===== src/sv/dbde_pkg.sv =====
// Shared types and constants for the debounced button duration editor.
// No dependencies; imported by every module of the block.
package dbde_pkg;

   localparam int BUTTON_COUNT = 3;
   localparam int PERIOD_W     = 10;
   localparam int DUR_W        = 7;
   localparam int MODE_W       = 3;
   localparam int DUR_COUNT    = 3;

   localparam logic [DUR_W-1:0]    DURATION_MAX  = 7'd99;
   localparam logic [DUR_W-1:0]    DURATION_MIN  = 7'd1;
   localparam logic [DUR_W-1:0]    RESET_RED     = 7'd5;
   localparam logic [DUR_W-1:0]    RESET_AMBER   = 7'd2;
   localparam logic [DUR_W-1:0]    RESET_GREEN   = 7'd3;
   localparam logic [PERIOD_W-1:0] RESET_PERIOD  = 10'd100;
   localparam logic                RESET_PRESSED = 1'b0;

   // button lanes
   localparam int BTN_MODE      = 0;
   localparam int BTN_INCREMENT = 1;
   localparam int BTN_COMMIT    = 2;

   // duration slots
   localparam logic [1:0] DUR_RED   = 2'd0;
   localparam logic [1:0] DUR_AMBER = 2'd1;
   localparam logic [1:0] DUR_GREEN = 2'd2;

   // editor modes
   localparam logic [MODE_W-1:0] MODE_NORMAL = 3'd1;
   localparam logic [MODE_W-1:0] MODE_RED    = 3'd2;
   localparam logic [MODE_W-1:0] MODE_AMBER  = 3'd3;
   localparam logic [MODE_W-1:0] MODE_GREEN  = 3'd4;

   // configuration register indexes
   localparam logic REG_REPEAT_PERIOD = 1'b0;
   localparam logic REG_PRESSED_LEVEL = 1'b1;

   typedef struct packed {
      logic              restart_pulse;
      logic              lights_off_pulse;
      logic [DUR_W-1:0]  green_time;
      logic [DUR_W-1:0]  amber_time;
      logic [DUR_W-1:0]  red_time;
      logic [DUR_W-1:0]  green_edit;
      logic [DUR_W-1:0]  amber_edit;
      logic [DUR_W-1:0]  red_edit;
      logic [MODE_W-1:0] current_mode;
   } dbde_result_type;

endpackage


===== src/sv/dbde_lane.sv =====
// One debounce and auto-repeat lane: sample history, stable level and
// repeat counter of a single button. Depends on dbde_pkg.
module dbde_lane
   import dbde_pkg::*;
(
   input  logic                clock,
   input  logic                reset,
   input  logic                accept,
   input  logic                level,
   input  logic                pressed_level,
   input  logic [PERIOD_W-1:0] repeat_period,
   output logic                fire
);

   logic [1:0]          hist_ff, hist_in;     // [1] older sample
   logic                stable_ff, stable_in;
   logic [PERIOD_W-1:0] count_ff, count_in;
   logic                agree;

   always_comb begin
      agree     = (hist_ff[1] == hist_ff[0]) && (hist_ff[0] == level);
      hist_in   = {hist_ff[0], level};
      stable_in = stable_ff;
      count_in  = count_ff;
      fire      = 1'b0;
      if (agree) begin
         if (stable_ff != level) begin
            stable_in = level;
            if (level == pressed_level) begin
               count_in = repeat_period;
               fire     = 1'b1;
            end
         end else if (count_ff <= PERIOD_W'(1)) begin
            count_in = repeat_period;
            fire     = (level == pressed_level);
         end else begin
            count_in = count_ff - PERIOD_W'(1);
         end
      end
   end

   always_ff @(posedge clock) begin
      if (reset) begin
         hist_ff   <= {2{~RESET_PRESSED}};
         stable_ff <= ~RESET_PRESSED;
         count_ff  <= RESET_PERIOD;
      end else if (accept) begin
         hist_ff   <= hist_in;
         stable_ff <= stable_in;
         count_ff  <= count_in;
      end
   end

endmodule


===== src/sv/dbde_merge.sv =====
// Merging stage: applies the lanes' actions in button order to the mode,
// the edit buffers and the committed durations. Depends on dbde_pkg.
module dbde_merge
   import dbde_pkg::*;
(
   input  logic                    clock,
   input  logic                    reset,
   input  logic                    accept,
   input  logic [BUTTON_COUNT-1:0] fire,
   output dbde_result_type         result
);

   logic [MODE_W-1:0] mode_ff, mode_in;
   logic [DUR_W-1:0]  edit_ff [DUR_COUNT];
   logic [DUR_W-1:0]  edit_in [DUR_COUNT];
   logic [DUR_W-1:0]  time_ff [DUR_COUNT];
   logic [DUR_W-1:0]  time_in [DUR_COUNT];
   logic              lights, restart, editing;
   logic [1:0]        slot;
   logic [DUR_W:0]    bumped;

   always_comb begin
      mode_in = mode_ff;
      edit_in = edit_ff;
      time_in = time_ff;
      lights  = 1'b0;
      restart = 1'b0;
      editing = 1'b0;
      slot    = DUR_RED;
      bumped  = '0;

      if (fire[BTN_MODE]) begin
         case (mode_in) inside
            MODE_NORMAL, MODE_RED, MODE_AMBER: begin
               mode_in = mode_in + MODE_W'(1);
               edit_in = time_in;
               lights  = 1'b1;
            end
            MODE_GREEN: begin
               mode_in = MODE_NORMAL;
               edit_in = time_in;
               lights  = 1'b1;
               restart = 1'b1;
            end
            default: begin
               mode_in = MODE_NORMAL;
            end
         endcase
      end

      // mode is settled for the other two buttons
      case (mode_in)
         MODE_RED: begin
            editing = 1'b1;
            slot    = DUR_RED;
         end
         MODE_AMBER: begin
            editing = 1'b1;
            slot    = DUR_AMBER;
         end
         MODE_GREEN: begin
            editing = 1'b1;
            slot    = DUR_GREEN;
         end
         default: begin
            editing = 1'b0;
            slot    = DUR_RED;
         end
      endcase

      if (fire[BTN_INCREMENT] && editing) begin
         bumped = {1'b0, edit_in[slot]} + (DUR_W+1)'(1);
         if (bumped > {1'b0, DURATION_MAX}) begin
            edit_in[slot] = DURATION_MIN;
         end else begin
            edit_in[slot] = bumped[DUR_W-1:0];
         end
      end

      if (fire[BTN_COMMIT] && editing) begin
         time_in[slot] = edit_in[slot];
      end

      result.current_mode     = mode_in;
      result.red_edit         = edit_in[DUR_RED];
      result.amber_edit       = edit_in[DUR_AMBER];
      result.green_edit       = edit_in[DUR_GREEN];
      result.red_time         = time_in[DUR_RED];
      result.amber_time       = time_in[DUR_AMBER];
      result.green_time       = time_in[DUR_GREEN];
      result.lights_off_pulse = lights;
      result.restart_pulse    = restart;
   end

   always_ff @(posedge clock) begin
      if (reset) begin
         mode_ff            <= MODE_NORMAL;
         edit_ff[DUR_RED]   <= RESET_RED;
         edit_ff[DUR_AMBER] <= RESET_AMBER;
         edit_ff[DUR_GREEN] <= RESET_GREEN;
         time_ff[DUR_RED]   <= RESET_RED;
         time_ff[DUR_AMBER] <= RESET_AMBER;
         time_ff[DUR_GREEN] <= RESET_GREEN;
      end else if (accept) begin
         mode_ff <= mode_in;
         edit_ff <= edit_in;
         time_ff <= time_in;
      end
   end

endmodule


===== src/sv/dbde_out_buf.sv =====
// Two-entry output buffer (output register plus skid register) that parts
// the result channel from the input side. Depends on dbde_pkg.
module dbde_out_buf
   import dbde_pkg::*;
(
   input  logic            clock,
   input  logic            reset,
   input  logic            in_valid,
   output logic            in_ready,
   input  dbde_result_type in_data,
   output logic            out_valid,
   input  logic            out_ready,
   output dbde_result_type out_data
);

   dbde_result_type out_ff, out_in, skid_ff, skid_in;
   logic            out_valid_ff, out_valid_in, skid_valid_ff, skid_valid_in;
   logic            take, push;

   assign in_ready  = !skid_valid_ff;
   assign out_valid = out_valid_ff;
   assign out_data  = out_ff;

   always_comb begin
      take          = out_valid_ff && out_ready;
      push          = in_valid && !skid_valid_ff;
      out_in        = out_ff;
      skid_in       = skid_ff;
      out_valid_in  = out_valid_ff;
      skid_valid_in = skid_valid_ff;
      if (skid_valid_ff) begin
         if (take) begin
            out_in        = skid_ff;
            skid_valid_in = 1'b0;
         end
      end else if (push) begin
         if (!out_valid_ff || take) begin
            out_in       = in_data;
            out_valid_in = 1'b1;
         end else begin
            skid_in       = in_data;
            skid_valid_in = 1'b1;
         end
      end else if (take) begin
         out_valid_in = 1'b0;
      end
   end

   always_ff @(posedge clock) begin
      if (reset) begin
         out_valid_ff  <= 1'b0;
         skid_valid_ff <= 1'b0;
      end else begin
         out_valid_ff  <= out_valid_in;
         skid_valid_ff <= skid_valid_in;
      end
      out_ff  <= out_in;
      skid_ff <= skid_in;
   end

endmodule


===== src/sv/debounced_button_duration_editor_top.sv =====
// Debounced three-button duration editor, top level.
// A req_ result is registered in the output register, or in the skid register if that one holds an untaken result.
// Throughput: one item per cycle; the two-entry output buffer keeps
// req_tready high unless both of its entries hold untaken results.
// Reset (synchronous): buttons released, mode normal, durations 5/2/3,
// repeat period 100, pressed level 0. Depends on dbde_pkg and submodules.
module debounced_button_duration_editor_top
   import dbde_pkg::*;
(
   input  logic        clock,
   input  logic        reset,
   // [0] mode_button_level, [1] increment_button_level,
   // [2] commit_button_level, [7:3] zero
   input  logic        req_tvalid,
   output logic        req_tready,
   input  logic [7:0]  req_tdata,
   // [2:0] current_mode, [9:3] red_edit, [16:10] amber_edit,
   // [23:17] green_edit, [30:24] red_time, [37:31] amber_time,
   // [44:38] green_time, [45] lights_off_pulse, [46] restart_pulse, [47] zero
   output logic        rsp_tvalid,
   input  logic        rsp_tready,
   output logic [47:0] rsp_tdata,
   input  logic        csr_psel,
   input  logic        csr_penable,
   input  logic        csr_pwrite,
   input  logic [2:0]  csr_paddr,
   input  logic [31:0] csr_pwdata,
   output logic [31:0] csr_prdata,
   output logic        csr_pready
);

   logic [PERIOD_W-1:0]     period_ff;
   logic                    pressed_ff;
   logic                    accept;
   logic [BUTTON_COUNT-1:0] fire;
   dbde_result_type         result, rsp_result;
   logic                    csr_write;
   logic                    reg_sel;

   assign csr_pready = 1'b1;
   assign reg_sel    = csr_paddr[2];
   assign csr_write  = csr_psel && csr_penable && csr_pwrite && csr_pready;

   always_comb begin
      case (reg_sel)
         REG_REPEAT_PERIOD: csr_prdata = {{(32-PERIOD_W){1'b0}}, period_ff};
         REG_PRESSED_LEVEL: csr_prdata = {31'b0, pressed_ff};
         default:           csr_prdata = '0;
      endcase
   end

   always_ff @(posedge clock) begin
      if (reset) begin
         period_ff  <= RESET_PERIOD;
         pressed_ff <= RESET_PRESSED;
      end else if (csr_write) begin
         case (reg_sel)
            REG_REPEAT_PERIOD: period_ff  <= csr_pwdata[PERIOD_W-1:0];
            REG_PRESSED_LEVEL: pressed_ff <= csr_pwdata[0];
            default: begin
            end
         endcase
      end
   end

   assign accept = req_tvalid && req_tready;

   for (genvar b = 0; b < BUTTON_COUNT; b++) begin : g_lane
      dbde_lane u_lane (
         .clock         (clock),
         .reset         (reset),
         .accept        (accept),
         .level         (req_tdata[b]),
         .pressed_level (pressed_ff),
         .repeat_period (period_ff),
         .fire          (fire[b])
      );
   end

   dbde_merge u_merge (
      .clock  (clock),
      .reset  (reset),
      .accept (accept),
      .fire   (fire),
      .result (result)
   );

   dbde_out_buf u_out_buf (
      .clock     (clock),
      .reset     (reset),
      .in_valid  (req_tvalid),
      .in_ready  (req_tready),
      .in_data   (result),
      .out_valid (rsp_tvalid),
      .out_ready (rsp_tready),
      .out_data  (rsp_result)
   );

   assign rsp_tdata = {1'b0, rsp_result};

endmodule


===== config.mk =====
export PLATFORM = sky130hd
export DESIGN_NAME = debounced_button_duration_editor_top
export DESIGN_NICKNAME = d
export VERILOG_FILES = /design/src/sv/dbde_pkg.sv /design/src/sv/dbde_lane.sv /design/src/sv/dbde_merge.sv /design/src/sv/dbde_out_buf.sv /design/src/sv/debounced_button_duration_editor_top.sv
export SDC_FILE = /design/constraint.sdc
export NUM_CORES = 1
export LEC_CHECK = 0
export ABC_AREA = 1
export BUFFER_PORTS_ARGS = -buffer_cell sky130_fd_sc_hd__buf_2
export CORE_AREA = 2 2 147 149
export DETAILED_ROUTE_END_ITERATION = 10
export DIE_AREA = 0 0 149 151
export PLACE_DENSITY_LB_ADDON = 0.1
export SYNTH_ARGS = -nofsm -noshare
export SYNTH_HDL_FRONTEND = slang
export SYNTH_SLANG_ARGS = --single-unit

===== constraint.sdc =====
create_clock -name clock -period 6.8 [get_ports clock]
set_input_delay 0.68 -clock clock [delete_from_list [all_inputs] [get_ports clock]]
set_output_delay 0.68 -clock clock [all_outputs]
set_load 0.005 [all_outputs]

==> run summary <==
Inserted Diodes: 0
Layout cell share with drive strength beyond 1: 13.6%
Xor/xnor cell area share of the yosys netlist: 1.54%
Vias in the first global route: 7669
Drt first pass iters: 5
Yosys cell types: 43
RSZ-0062 raised after global routing: false
Setup violators final: 0
Largest net degree at the start of global routing: 61
Skew-Pair Late Insertion Delay: 0.44 ns
Clk pwr share: 34.7%
Core area: 20800 um2
Worst-path fanout max: 22
Via Count: 8521
Fin Clk Skew: 0.0112 ns
Initial DRC count: 475
WS Path Type: flip-flop to flip-flop
Clock slew at reported path FFs: 0.07 ns
Pint: 1.97 mW
Psw: 0.855 mW
Status: finished clean
Max Clk Rate: 201 MHz
DR WL/cell: 14.8 um
DPL Wire Length: 16900 um
Worst Path Required: 7.00 ns
Post-synthesis sequential area ratio: 46.5%
Peak supply drop: 163 uV
Synthesized-area fraction occupied by and/or/nand/nor cells: 25.1%
Slew Viols, Final: 0
GP Congestion: 0.903
Ports: 133
Sw Ratio: 30.3%
CTS Buffer Depth: 2
Post-route cell area: 11300 um2
Die width: 149 um
Post-synthesis mux area share: 0%
Gate power share: 18.0%
Antenna violations before repair: 0
Final Hold Viols: 0
Tmin final: 4.98 ns
Worst-Margin Slew: 1.11 ns
Total CTS buffers: 17
Most frequent CP cell: nand3_1
First-pass GRT wire length: 39500 um
Final setup TNS: 0 ns
H-tree depth: 4
Synth Area in Adders: 1.34%
Slew HR: 26.1%
Root buffer cell: clkbuf_16
Tcrit/Tclk final: 73.2%
Crit path DAT: 5.18 ns
Setup bufs post-CTS: 0
Die footprint: 22500 um2
Largest family of logic cells by synthesized area: simple AND/OR/NAND/NOR gates
Number of I/O port buffers: 79
Gr usage total: 22.5%
CP Launch Type: flip-flop
Slowest stage delay, CP: 0.48 ns
Area Growth Syn to Fin: 10.0%
CTS resizes: 0
CTS Hold Bufs: 0
Compound-cell area share of the yosys netlist: 15.6%
Site Rows: 53
Chip Height: 151 um
Via-to-Cell Ratio: 5.09
Sequential power share: 47.3%
# fillers: 2011
Register area: 4760 um2
Number of max-cap violations: 0
Worst-path cell chain: inv_1 -> ha_1 -> o21ai_2 -> o21bai_4 -> nand2_4 -> inv_2 -> nand3_1 -> o21ai_1 -> nand3_1 -> nand3_2 -> ha_1 -> inv_1 -> nor2_2 -> nand3_1 -> nand2_1 -> nand3_1 -> nand3_2 -> nand2_2 -> inv_2 -> nand3_1 -> nand2_1 -> o21ai_1 -> nand2_1 -> nand2_1
Power per cell area: 250 nW/um2
CTS tree: yes
Syn avg cell area: 7.68 um2
Synth Cell Area: 10300 um2
Area taken by multi-input logic gates: 4580 um2
Slowest CP cell: o21bai_4
DRT antenna net count: 0
DRC: 0
TritonCTS Sinks: 191
Pleak: 5.19 nW
Final Net Count: 1448
Yosys warning count: 0
Global route total overflow: 0
Worst hold path type: input pin to flip-flop
Total wire length: 24800 um
Register bit total from synthesis: 191
CP bufs+invs: 4
Post-synthesis cell count: 1336
Initial Utilization: 49.2%
CP delay by family, top: simple AND/OR/NAND/NOR gates
Placed cell areas: 10700 um2
CP Capture Type: flip-flop
[final cells by class]
cell class,instances,share of cell area (%)
flip-flops and latches,191,42.2
multi-input cells,936,40.6
inverters,152,5.06
repair buffers,89,4.17
clock buffers,19,3.84
well taps,275,3.05
clock inverters,13,1.10
[power groups by stage]
| stage | logic, mW | registers, mW | clock network, mW |
|---|---|---|---|
| after global placement | 0.499 | 1.36 | 0 |
| after CTS | 0.509 | 1.34 | 1.00 |
| after global routing | 0.575 | 1.35 | 1.05 |
| after floorplan | 0.377 | 1.36 | 0 |
| after detailed placement | 0.506 | 1.36 | 0 |
| final | 0.508 | 1.34 | 0.981 |
[final timing paths]
| check | endpoint | depth (start not counted) | slack, ns | from |
|---|---|---|---|---|
| min | period_ff[5] | 3 | 0.45 | csr_pwdata[5] |
| max reg2reg | u_out_buf.out_data[38] | 24 | 1.82 | g_lane[0].u_lane.count_ff[0] |
| min reg2reg | u_merge.edit_ff[0] | 2 | 0.47 | u_merge.edit_ff[0] |
| max | u_out_buf.out_data[38] | 24 | 1.82 | g_lane[0].u_lane.count_ff[0] |
[metal layers]
metal	share of wire [%]	vias to the layer above	track usage [%]
met1	45	3907	27.8
li1	-	4409	-
met3	3.5	37	3.77
met2	49	168	39.4
met5	0	-	0
met4	2.6	0	8.38
[logic make-up after synthesis]
family,after synthesis
compound gates,275
xor+xnor,18
fa+ha+maj,11
buf+inv,231
flops,191
other cells,2
simple gates,608
[layout by cell type (no fill, tap or decap), types with 3 or more instances in the layout]
cell       Yosys  final
nor4_1         4      4
nor2_4         2      3
a31oi_1        9      9
conb_1         2     24
o21ai_2       11     12
o21ai_1       17     17
inv_6          0      7
nand3_1       63     63
nand2_1      385    384
nand3_2        4      4
o211ai_1      15     15
xnor2_1        9      9
xor2_1         9      9
nor2_1       102    101
inv_1        140    139
dfxtp_1       97     97
a21oi_1       88     88
nor3_1         6      6
o21ai_4        7      7
nor2_2        10     10
nand2_2       11     12
edfxtp_1      94     94
ha_1          11     11
buf_2          7     79
nand2_4        3      3
buf_4         25     10
clkinv_1       3      4
o21ai_0      120    119
inv_2          9     10
nand4_1        8      8
or2_2          5      5
clkbuf_16      0     17
[tightest hold or removal path, delay by kind of cell]
kind                   cells  cell delay, ns
AOI/OAI and AO/OA          2            0.11
buffers and inverters      1            0.07
[synth_stat cells (all sizes together)]
| cell | count | share of area, % |
|---|---|---|
| nor4 | 4 | 0.24 |
| or2 | 5 | 0.31 |
| o221ai | 1 | 0.085 |
| edfxtp | 94 | 28 |
| conb | 2 | 0.073 |
| nand3 | 69 | 3.8 |
| o21ai | 155 | 8.7 |
| nand4 | 8 | 0.49 |
| o21bai | 1 | 0.18 |
| ha | 11 | 1.3 |
| a21oi | 90 | 4.6 |
| o211ai | 15 | 1.1 |
| nand2 | 399 | 15 |
| a311oi | 1 | 0.085 |
| a211oi | 2 | 0.15 |
| nor3 | 6 | 0.29 |
| nand3b | 2 | 0.15 |
| inv | 149 | 5.5 |
| buf | 39 | 2.8 |
| nor2 | 115 | 4.8 |
| o22ai | 1 | 0.12 |
| clkbuf | 40 | 1.5 |
| a31oi | 9 | 0.55 |
| xor2 | 9 | 0.77 |
| dfxtp | 97 | 19 |
| xnor2 | 9 | 0.77 |
| clkinv | 3 | 0.11 |
[per-stage QoR]
step	hold slack, ns	util [%]	std cells	total power [mW]	worst slack, ns
floorplan	0.441	-	1358	1.74	3.27
global placement	0.451	51.5	1643	1.86	1.94
detailed placement	0.458	51.5	1643	1.87	1.84
CTS	0.438	54.2	1675	2.85	1.88
global route	0.458	54.2	1675	2.97	1.39
finish	0.452	54.2	1675	2.83	1.82
[sequential cells by signal (all words and copies together) (netlist names), 3 cells and up]
register / count
g_lane.u_lane.count_ff: 30
g_lane.u_lane.hist_ff: 6
g_lane.u_lane.stable_ff: 3
period_ff: 10
u_merge.edit_ff: 21
u_merge.mode_ff: 3
u_merge.time_ff: 21
u_out_buf.out_data: 47
u_out_buf.skid_ff: 47
(Power assumes the default switching activity.)
